==> config.mk <==
export PLATFORM = sky130hd
export DESIGN_NAME = sntp_reply_time_extract_unit
export DESIGN_NICKNAME = d
export VERILOG_FILES = /design/src/sv/srte_pkg.sv /design/src/sv/sntp_reply_time_extract_unit.sv
export VERILOG_INCLUDE_DIRS = /design/src /design/src/sv
export SDC_FILE = /design/constraint.sdc
export NUM_CORES = 2
export LEC_CHECK = 0
export BUFFER_PORTS_ARGS = -buffer_cell sky130_fd_sc_hd__buf_2
export CORE_MARGIN = 2
export CORE_UTILIZATION = 40
export CTS_CLUSTER_DIAMETER = 120
export CTS_CLUSTER_SIZE = 16
export DETAILED_ROUTE_END_ITERATION = 6
export PLACE_DENSITY_LB_ADDON = 0.2
export SLEW_MARGIN = 10
export SYNTH_ARGS = -nofsm -noshare
export SYNTH_HDL_FRONTEND = slang
export SYNTH_SLANG_ARGS = --single-unit
==> constraint.sdc <==
create_clock -name clk_i -period 17.48 [get_ports clk_i]
set_input_delay 4.37 -clock clk_i [delete_from_list [all_inputs] [get_ports clk_i]]
set_output_delay 4.37 -clock clk_i [all_outputs]
set_load 0.01 [all_outputs]
==> src/sv/sntp_reply_time_extract_unit_assert.svh <==
// Assertion macros for the SNTP reply time extraction unit.
`ifndef SNTP_REPLY_TIME_EXTRACT_UNIT_ASSERT_SVH
`define SNTP_REPLY_TIME_EXTRACT_UNIT_ASSERT_SVH
`ifndef SYNTHESIS
// Same-cycle implication, disabled while reset is asserted.
`define SRTE_ASSERT(lbl, clk, rstn, ante, cons) \
  lbl: assert property (@(posedge clk) disable iff (!(rstn)) (ante) |-> (cons)) \
    else $error("SNTP time extract assertion failed");
// Next-cycle implication, disabled while reset is asserted.
`define SRTE_ASSERT_NEXT(lbl, clk, rstn, ante, cons) \
  lbl: assert property (@(posedge clk) disable iff (!(rstn)) (ante) |=> (cons)) \
    else $error("SNTP time extract assertion failed");
`else
`define SRTE_ASSERT(lbl, clk, rstn, ante, cons)
`define SRTE_ASSERT_NEXT(lbl, clk, rstn, ante, cons)
`endif
`endif

==> src/sv/srte_pkg.sv <==
// Package with constants, pipeline types and helper functions of the SNTP time extractor.
package srte_pkg;

  localparam int unsigned MAX_ROUNDTRIP_SEC = 2;
  localparam int unsigned DIFF_W = $clog2(MAX_ROUNDTRIP_SEC + 1);

  localparam logic [15:0] LEN_SNTP    = 16'd48;
  localparam logic [7:0]  MODE_MASK   = 8'h3F;
  localparam logic [7:0]  MODE_SERVER = 8'h1C;
  localparam logic [7:0]  LEAP_MASK   = 8'hC0;
  localparam logic [31:0] ROUND_HALF  = 32'd32768;

  localparam logic [31:0] EPOCH_RESET  = 32'd3155673600;
  localparam logic [16:0] PERIOD_RESET = 17'd62500;

  // Long division of the 32-bit total by the 17-bit period.
  localparam int unsigned DIV_BITS_PER_STAGE = 4;
  localparam int unsigned DIV_STAGES = 32 / DIV_BITS_PER_STAGE;

  // Edges from an accepting edge to the edge that samples the result strobe.
  localparam int unsigned LAT_EDGES = DIV_STAGES + 4;

  typedef enum logic [1:0] {
    CFG_EPOCH  = 2'd0,
    CFG_RT     = 2'd1,
    CFG_PERIOD = 2'd2
  } cfg_idx_e;

  typedef struct packed {
    logic              ok;
    logic [31:0]       secs;
    logic [31:0]       psum_a;
    logic [31:0]       psum_b;
    logic [DIFF_W-1:0] diff;
    logic [15:0]       lsub;
    logic [31:0]       osub;
  } s1_t;

  typedef struct packed {
    logic        ok;
    logic [31:0] secs;
    logic [15:0] count;
    logic [31:0] delay;
  } s2_t;

  typedef struct packed {
    logic        ok;
    logic        do_div;
    logic [31:0] secs;
    logic [15:0] byp;
    logic [16:0] rem;
    logic [31:0] num;
    logic [31:0] quo;
  } div_stage_t;

  function automatic logic [31:0] swap32(logic [31:0] v);
    return {v[7:0], v[15:8], v[23:16], v[31:24]};
  endfunction

  // Several restoring division steps; the remainder stays below the divisor.
  function automatic div_stage_t div_step(div_stage_t s, logic [16:0] d);
    div_stage_t r;
    logic [17:0] t;
    r = s;
    for (int i = 0; i < DIV_BITS_PER_STAGE; i++) begin
      t     = {r.rem, r.num[31]};
      r.num = {r.num[30:0], 1'b0};
      if (t >= {1'b0, d}) begin
        t     = t - {1'b0, d};
        r.quo = {r.quo[30:0], 1'b1};
      end else begin
        r.quo = {r.quo[30:0], 1'b0};
      end
      r.rem = t[16:0];
    end
    return r;
  endfunction

endpackage

==> src/sv/sntp_reply_time_extract_unit.sv <==
// SNTP reply time extraction unit: checks a server reply and derives the new local time.
// The unit is a fully pipelined datapath that takes one reply word per clock
// and never asserts busy_o, so start_i may be held high every cycle. The
// result strobe done_o rises once the word has left the final stage, and the
// result is on the ports for that single cycle;
// the receiver cannot stall, so it must capture the word when done_o is high.
// Depth is set by the divider that splits the corrected subsecond total into
// whole seconds and a timer count: it resolves four quotient bits per stage
// over eight stages, after three stages of checks, fraction scaling and delay
// arithmetic, and one final stage that adds the carry into the seconds.
// A refused reply still yields a word, with valid_res_o low and zero time.
// Configuration words are taken every cycle (cfg_ready_o is always high) and
// should only be written while no reply is in flight; an index outside the
// register list is ignored.
`include "sntp_reply_time_extract_unit_assert.svh"

module sntp_reply_time_extract_unit
  import srte_pkg::*;
(
  input  logic        clk_i,
  input  logic        rst_ni,
  // Reply word in.
  input  logic        start_i,
  output logic        busy_o,
  input  logic [15:0] packet_length_i,
  input  logic [7:0]  version_mode_i,
  input  logic [31:0] origin_seconds_i,
  input  logic [31:0] origin_subcount_i,
  input  logic [31:0] transmit_seconds_raw_i,
  input  logic [31:0] transmit_fraction_raw_i,
  input  logic [31:0] local_seconds_i,
  input  logic [15:0] local_subcount_i,
  // Configuration write channel.
  input  logic        cfg_valid_i,
  output logic        cfg_ready_o,
  input  logic [1:0]  cfg_index_i,
  input  logic [31:0] cfg_data_i,
  // Result word out.
  output logic        done_o,
  output logic        valid_res_o,
  output logic [31:0] new_seconds_o,
  output logic [15:0] new_subcount_o
);

  // Configuration registers.
  logic [31:0] epoch_q;
  logic        rt_en_q;
  logic [16:0] period_q;

  assign cfg_ready_o = 1'b1;

  always_ff @(posedge clk_i or negedge rst_ni) begin
    if (!rst_ni) begin
      epoch_q  <= EPOCH_RESET;
      rt_en_q  <= 1'b0;
      period_q <= PERIOD_RESET;
    end else if (cfg_valid_i && cfg_ready_o) begin
      case (cfg_index_i)
        CFG_EPOCH:  epoch_q  <= cfg_data_i;
        CFG_RT:     rt_en_q  <= cfg_data_i[0];
        CFG_PERIOD: period_q <= cfg_data_i[16:0];
        default:    ;
      endcase
    end
  end

  // The pipeline never stalls, so a word is taken whenever start_i is high.
  assign busy_o = 1'b0;

  logic accept;
  assign accept = start_i && !busy_o;

  // Stage 1: header checks, byte swap, seconds offset, the round-trip window
  // test and both partial sums of the fraction scaling.
  logic [31:0] tsec;
  logic [31:0] tfrac;
  logic [31:0] rt_diff;
  logic        hdr_ok;
  logic        rt_bad;
  s1_t         s1_d;
  s1_t         s1_q;
  logic        s1_vld_q;

  always_comb begin
    tsec    = swap32(transmit_seconds_raw_i);
    tfrac   = swap32(transmit_fraction_raw_i);
    rt_diff = local_seconds_i - origin_seconds_i;
    hdr_ok  = (packet_length_i == LEN_SNTP) &&
              ((version_mode_i & MODE_MASK) == MODE_SERVER) &&
              ((version_mode_i & LEAP_MASK) != LEAP_MASK) &&
              ((transmit_seconds_raw_i != 32'd0) || (transmit_fraction_raw_i != 32'd0));
    // The originate stamp must not lie after local time, nor too far behind it.
    rt_bad  = rt_en_q &&
              ((origin_seconds_i > local_seconds_i) ||
               ((origin_seconds_i == local_seconds_i) &&
                (origin_subcount_i > {16'd0, local_subcount_i})) ||
               (rt_diff > 32'(MAX_ROUNDTRIP_SEC)));
    s1_d.ok     = hdr_ok && !rt_bad;
    s1_d.secs   = tsec - epoch_q;
    s1_d.psum_a = (tfrac >> 1) + (tfrac >> 2) + (tfrac >> 3) + (tfrac >> 4);
    s1_d.psum_b = (tfrac >> 6) + (tfrac >> 11) + (tfrac >> 15) + ROUND_HALF;
    s1_d.diff   = rt_diff[DIFF_W-1:0];
    s1_d.lsub   = local_subcount_i;
    s1_d.osub   = origin_subcount_i;
  end

  always_ff @(posedge clk_i) begin
    s1_q <= s1_d;
  end

  // Stage 2: finish the timer count and form the round-trip delay in counts.
  logic [DIFF_W+16:0] rt_mult;
  s2_t                s2_d;
  s2_t                s2_q;
  logic               s2_vld_q;
  logic [31:0]        fsum;

  always_comb begin
    fsum       = s1_q.psum_a + s1_q.psum_b;
    rt_mult    = (DIFF_W + 17)'(period_q) * (DIFF_W + 17)'(s1_q.diff);
    s2_d.ok    = s1_q.ok;
    s2_d.secs  = s1_q.secs;
    s2_d.count = fsum[31:16];
    s2_d.delay = {16'd0, s1_q.lsub} - s1_q.osub + 32'(rt_mult);
  end

  always_ff @(posedge clk_i) begin
    s2_q <= s2_d;
  end

  // Stage 3: add half the delay to the count and load the divider.
  // Without round-trip correction, or with a zero period, no carry is made
  // and the low half of the total goes out unchanged.
  logic [31:0] total;
  div_stage_t  s3_d;
  div_stage_t  s3_q;
  logic        s3_vld_q;

  always_comb begin
    total = rt_en_q ? ((s2_q.delay >> 1) + {16'd0, s2_q.count}) : {16'd0, s2_q.count};
    s3_d.ok     = s2_q.ok;
    s3_d.do_div = rt_en_q && (period_q != 17'd0);
    s3_d.secs   = s2_q.secs;
    s3_d.byp    = total[15:0];
    s3_d.rem    = 17'd0;
    s3_d.num    = total;
    s3_d.quo    = 32'd0;
  end

  always_ff @(posedge clk_i) begin
    s3_q <= s3_d;
  end

  // Divider stages: quotient bits of total / period, most significant first.
  div_stage_t div_q     [DIV_STAGES];
  logic       div_vld_q [DIV_STAGES];

  always_ff @(posedge clk_i) begin
    div_q[0] <= div_step(s3_q, period_q);
    for (int k = 1; k < DIV_STAGES; k++) begin
      div_q[k] <= div_step(div_q[k-1], period_q);
    end
  end

  // Final stage: carry whole periods into the seconds and clear a refusal.
  div_stage_t  dl;
  logic [31:0] out_secs_d;
  logic [15:0] out_sub_d;
  logic        done_q;
  logic        valid_res_q;
  logic [31:0] new_seconds_q;
  logic [15:0] new_subcount_q;

  always_comb begin
    dl = div_q[DIV_STAGES-1];
    if (!dl.ok) begin
      out_secs_d = 32'd0;
      out_sub_d  = 16'd0;
    end else if (dl.do_div) begin
      out_secs_d = dl.secs + dl.quo;
      out_sub_d  = dl.rem[15:0];
    end else begin
      out_secs_d = dl.secs;
      out_sub_d  = dl.byp;
    end
  end

  always_ff @(posedge clk_i) begin
    valid_res_q    <= dl.ok;
    new_seconds_q  <= out_secs_d;
    new_subcount_q <= out_sub_d;
  end

  // Valid bits travel with the words.
  always_ff @(posedge clk_i or negedge rst_ni) begin
    if (!rst_ni) begin
      s1_vld_q <= 1'b0;
      s2_vld_q <= 1'b0;
      s3_vld_q <= 1'b0;
      for (int k = 0; k < DIV_STAGES; k++) begin
        div_vld_q[k] <= 1'b0;
      end
      done_q <= 1'b0;
    end else begin
      s1_vld_q     <= accept;
      s2_vld_q     <= s1_vld_q;
      s3_vld_q     <= s2_vld_q;
      div_vld_q[0] <= s3_vld_q;
      for (int k = 1; k < DIV_STAGES; k++) begin
        div_vld_q[k] <= div_vld_q[k-1];
      end
      done_q <= div_vld_q[DIV_STAGES-1];
    end
  end

  assign done_o         = done_q;
  assign valid_res_o    = valid_res_q;
  assign new_seconds_o  = new_seconds_q;
  assign new_subcount_o = new_subcount_q;

  // A result strobe only appears for a word that was accepted.
  `SRTE_ASSERT(a_done_latency, clk_i, rst_ni, done_o, $past(start_i, LAT_EDGES))
  // A refused reply carries zero time.
  `SRTE_ASSERT(a_refused_zero, clk_i, rst_ni, done_o && !valid_res_o,
               new_seconds_o == 32'd0 && new_subcount_o == 16'd0)
  // The divider keeps its remainder below the period.
  `SRTE_ASSERT(a_rem_below_period, clk_i, rst_ni,
               div_vld_q[DIV_STAGES-1] && dl.do_div, dl.rem < period_q)
  // Without round-trip correction the timer count stays inside one second.
  `SRTE_ASSERT(a_count_range, clk_i, rst_ni, done_o && valid_res_o && !rt_en_q,
               new_subcount_o <= 16'd62498)
  // A wrong length is refused as soon as it enters the pipeline.
  `SRTE_ASSERT_NEXT(a_len_refused, clk_i, rst_ni, accept && packet_length_i != LEN_SNTP,
                    s1_vld_q && !s1_q.ok)

endmodule
==> results.toml <==
[outcome]
run_status = "completed"

[sta]
skew_ps = 60.8
max_slew_margin = 0.230
grt_setup_unrepaired = "false"
finalSetupTns_ps = 0
fin_crit_sh = 0.754
finalHoldViolations = 0
final-setup-viol-count = 0
clock.fmax_ghz = 0.0759
maxSlewViolCount = 0
fin_ws_ps = 4300
worst_pin_slew_ps = 1150
fin_crit_ps = 13180

[placement]
place.port_buffers = 287
dp_slack_ps = 4310
dp_cells = 9505
dpl.hpwl_mm = 146
gp_congestion = 0.917

[global_route]
grt_pass1_wl_mm = 287
globalRouteOverflowTotal = 0
antenna_found_initial = 11
grt_pass1_vias = 50300
grt_max_degree = 63
grt_use_total = 0.215

[logic_synthesis]
ys.flop_type = "dfxtp_1"
synth_edf_count = 0
ys.warnings.count = 0
synth_fp_nets = 8240
yosysSeqAreaShare = 0.335
ys_ff_latch = 1102
syn_area_per_cell_um2 = 9.48
synthesis.area_um2 = 66900
yosys.cell_types.count = 107
async_reset_ff_frac = 0.0563
synthCells = 7062

[critical_path]
worstPathBufferInverterCount = 6
max_stage_delay_ps = 930
worstPathRequired_ps = 18050
worst_setup_path_start_kind = "flop"
critPathTopFamily = "compound AO/OA/AOI/OAI gates"
slowest_stage = "a31oi_2"
cp.arrival_ps = 13750
worst_setup_path_end_kind = "flop"
worstSetupPathType = "reg -> reg"
worst-path-max-fanout = 29

[detailed_routing]
drc = 0
ant_nets = 0
wl_mm = 187
viasPerCell = 5.38
wire_per_inst_um = 19.4
drt_iter0_drc = 3423
firstDrtPassIters = 6
vias = 51700

[clocking]
postCtsHoldBufs = 0
clock-root-buffer = "clkbuf_16"
clock-sinks = 1102
htreeDepth = 3
insertion_delay_ps = 710
cts.repair.resized = 0
cts_buffer_depth = 3
cts_buffers = 79
post_cts_buffers = 0
cts_tree = "yes"
clk_pin_slew_ps = 90

[finish]
drive_above_1_share = 0.123
syn_to_final_growth_pct = 9.65
fin_cells = 9618
fin_util = 0.440
nNetsFinal = 8560

[min_path]
hold_class = "reg -> reg"

[floorplan]
rows = 150
pin_count = 290
dieArea_um2 = 171000
fp.coreArea_um2 = 167000
dieHeight_um = 413
initial_utilization = 0.402
die_x_um = 413

[job]
cap_violations = 0
[layout by cell type, fill, tap and decap left out, types with 34 or more instances in the layout]
master        n
mux2i_1      85
and3_1       57
a31oi_1      60
clkbuf_16    79
nor3_1      139
o211ai_1     40
nand2b_1     80
nor2b_1     150
a211oi_1     59
o21a_1       97
inv_1       412
buf_2       287
a21boi_0     34
ha_1        800
or3_1        51
o31ai_1      41
o21ai_0     370
o21bai_1     61
nor4_1       39
dfrtp_1      41
mux2_2      345
xor2_1      156
a21o_1      229
fa_1        140
buf_4        55
a21oi_1     486
nor2_1      457
nand2_1     406
nand3_1     126
xnor2_1     412
dfxtp_1    1038
nand4_1      99
[cells in the mapped netlist (14+ instances only)]
cell          n  area, um2
dfxtp_1    1040      20800
nor4_1       41        257
o21bai_1     61        458
nand3_1     126        631
dfstp_2      19        499
mux2i_1      85        851
inv_1       428       1610
a21oi_1     486       2430
ha_1        800      10000
buf_2        16       80.1
and2_1       32        200
o2111ai_1    18        158
fa_1        140       2800
or2_2        26        163
xor2_1      156       1370
xnor2_1     412       3610
dfrtp_1      43       1080
nand2b_1     80        500
a21o_1      229       1720
o31ai_1      42        315
mux2_2      345       3880
a211o_1      25        219
o211ai_1     40        300
o41ai_1      20        175
nand2_1     406       1520
a211oi_1     59        443
nand3b_1     19        143
nor3_1      139        696
clkbuf_1     65        244
or3_1        51        319
o21a_1       97        728
a31o_2       17        149
buf_1        14       52.6
nor2b_1     150        938
nand4_1      99        619
o21ai_0     370       1850
a21boi_0     34        255
nor2_1      458       1720
a31oi_1      60        375
and3_1       57        357
[routing by layer]
| metal | track usage | part of all wire | vias up |
|---|---|---|---|
| met5 | 0 | 0.00013 | - |
| met4 | 0.0657 | 0.031 | 4 |
| met3 | 0.0244 | 0.040 | 249 |
| met2 | 0.366 | 0.47 | 1119 |
| met1 | 0.283 | 0.46 | 24400 |
| li1 | - | - | 25900 |
[through the flow]
| step | instance area [um2] | hold slack [ps] |
|---|---|---|
| 2_1_floorplan | 66900 | 310 |
| 3_3_place_gp | 71200 | 310 |
| 3_5_place_dp | 71200 | 312 |
| 4_1_cts | 73400 | 284 |
| 5_1_grt | 73400 | 289 |
| 6_report | 73400 | 283 |
[logic make-up after synthesis]
logic type,Yosys count,synth area share
compound gates,1726,0.167
xor+xnor,568,0.0743
fa+ha+maj,940,0.191
buf+inv,541,0.0313
flops,1102,0.335
mux,445,0.0737
other cells,2,0.000112
simple gates,1738,0.128
[cell type report]
class | instances | area [um2]
clock buffers | 97 | 2040
clock inverters | 11 | 188
multi-input cells | 5419 | 42500
flip-flops and latches | 1102 | 22400
well taps | 2204 | 2760
repair buffers | 343 | 1870
inverters | 437 | 1640
fillers | 16100 | 93300
diodes | 5 | 12.5
[registers in the layout, indices dropped and copies added, names as in the netlist]
register and cells:
div_q 703, div_vld_q 8, done_o 1, epoch_q 32, new_seconds_o 32, new_subcount_o 16
period_q 17, rt_en_q 1, s1_q 142, s1_vld_q 1, s2_q 80, s2_vld_q 1
s3_q 66, s3_vld_q 1, valid_res_o 1
[path summary, 6_finish.rpt]
check | start | end | slack (ps) | depth (start not counted)
min reg2reg | div_q[0][467] | div_q[1][86] | 280 | 0
min in group asynchronous | rst_ni | epoch_q[1] | 3890 | 2
max | period_q[0] | div_q[1][195] | 4300 | 46
min | div_q[0][467] | div_q[1][86] | 280 | 0
max reg2reg | period_q[0] | div_q[1][195] | 4300 | 46
max in group asynchronous | rst_ni | period_q[0] | 12970 | 2
Power is left out: the tool's default activity adds up to more than one toggle a clock period on the data nets, which glitch-free logic cannot reach.
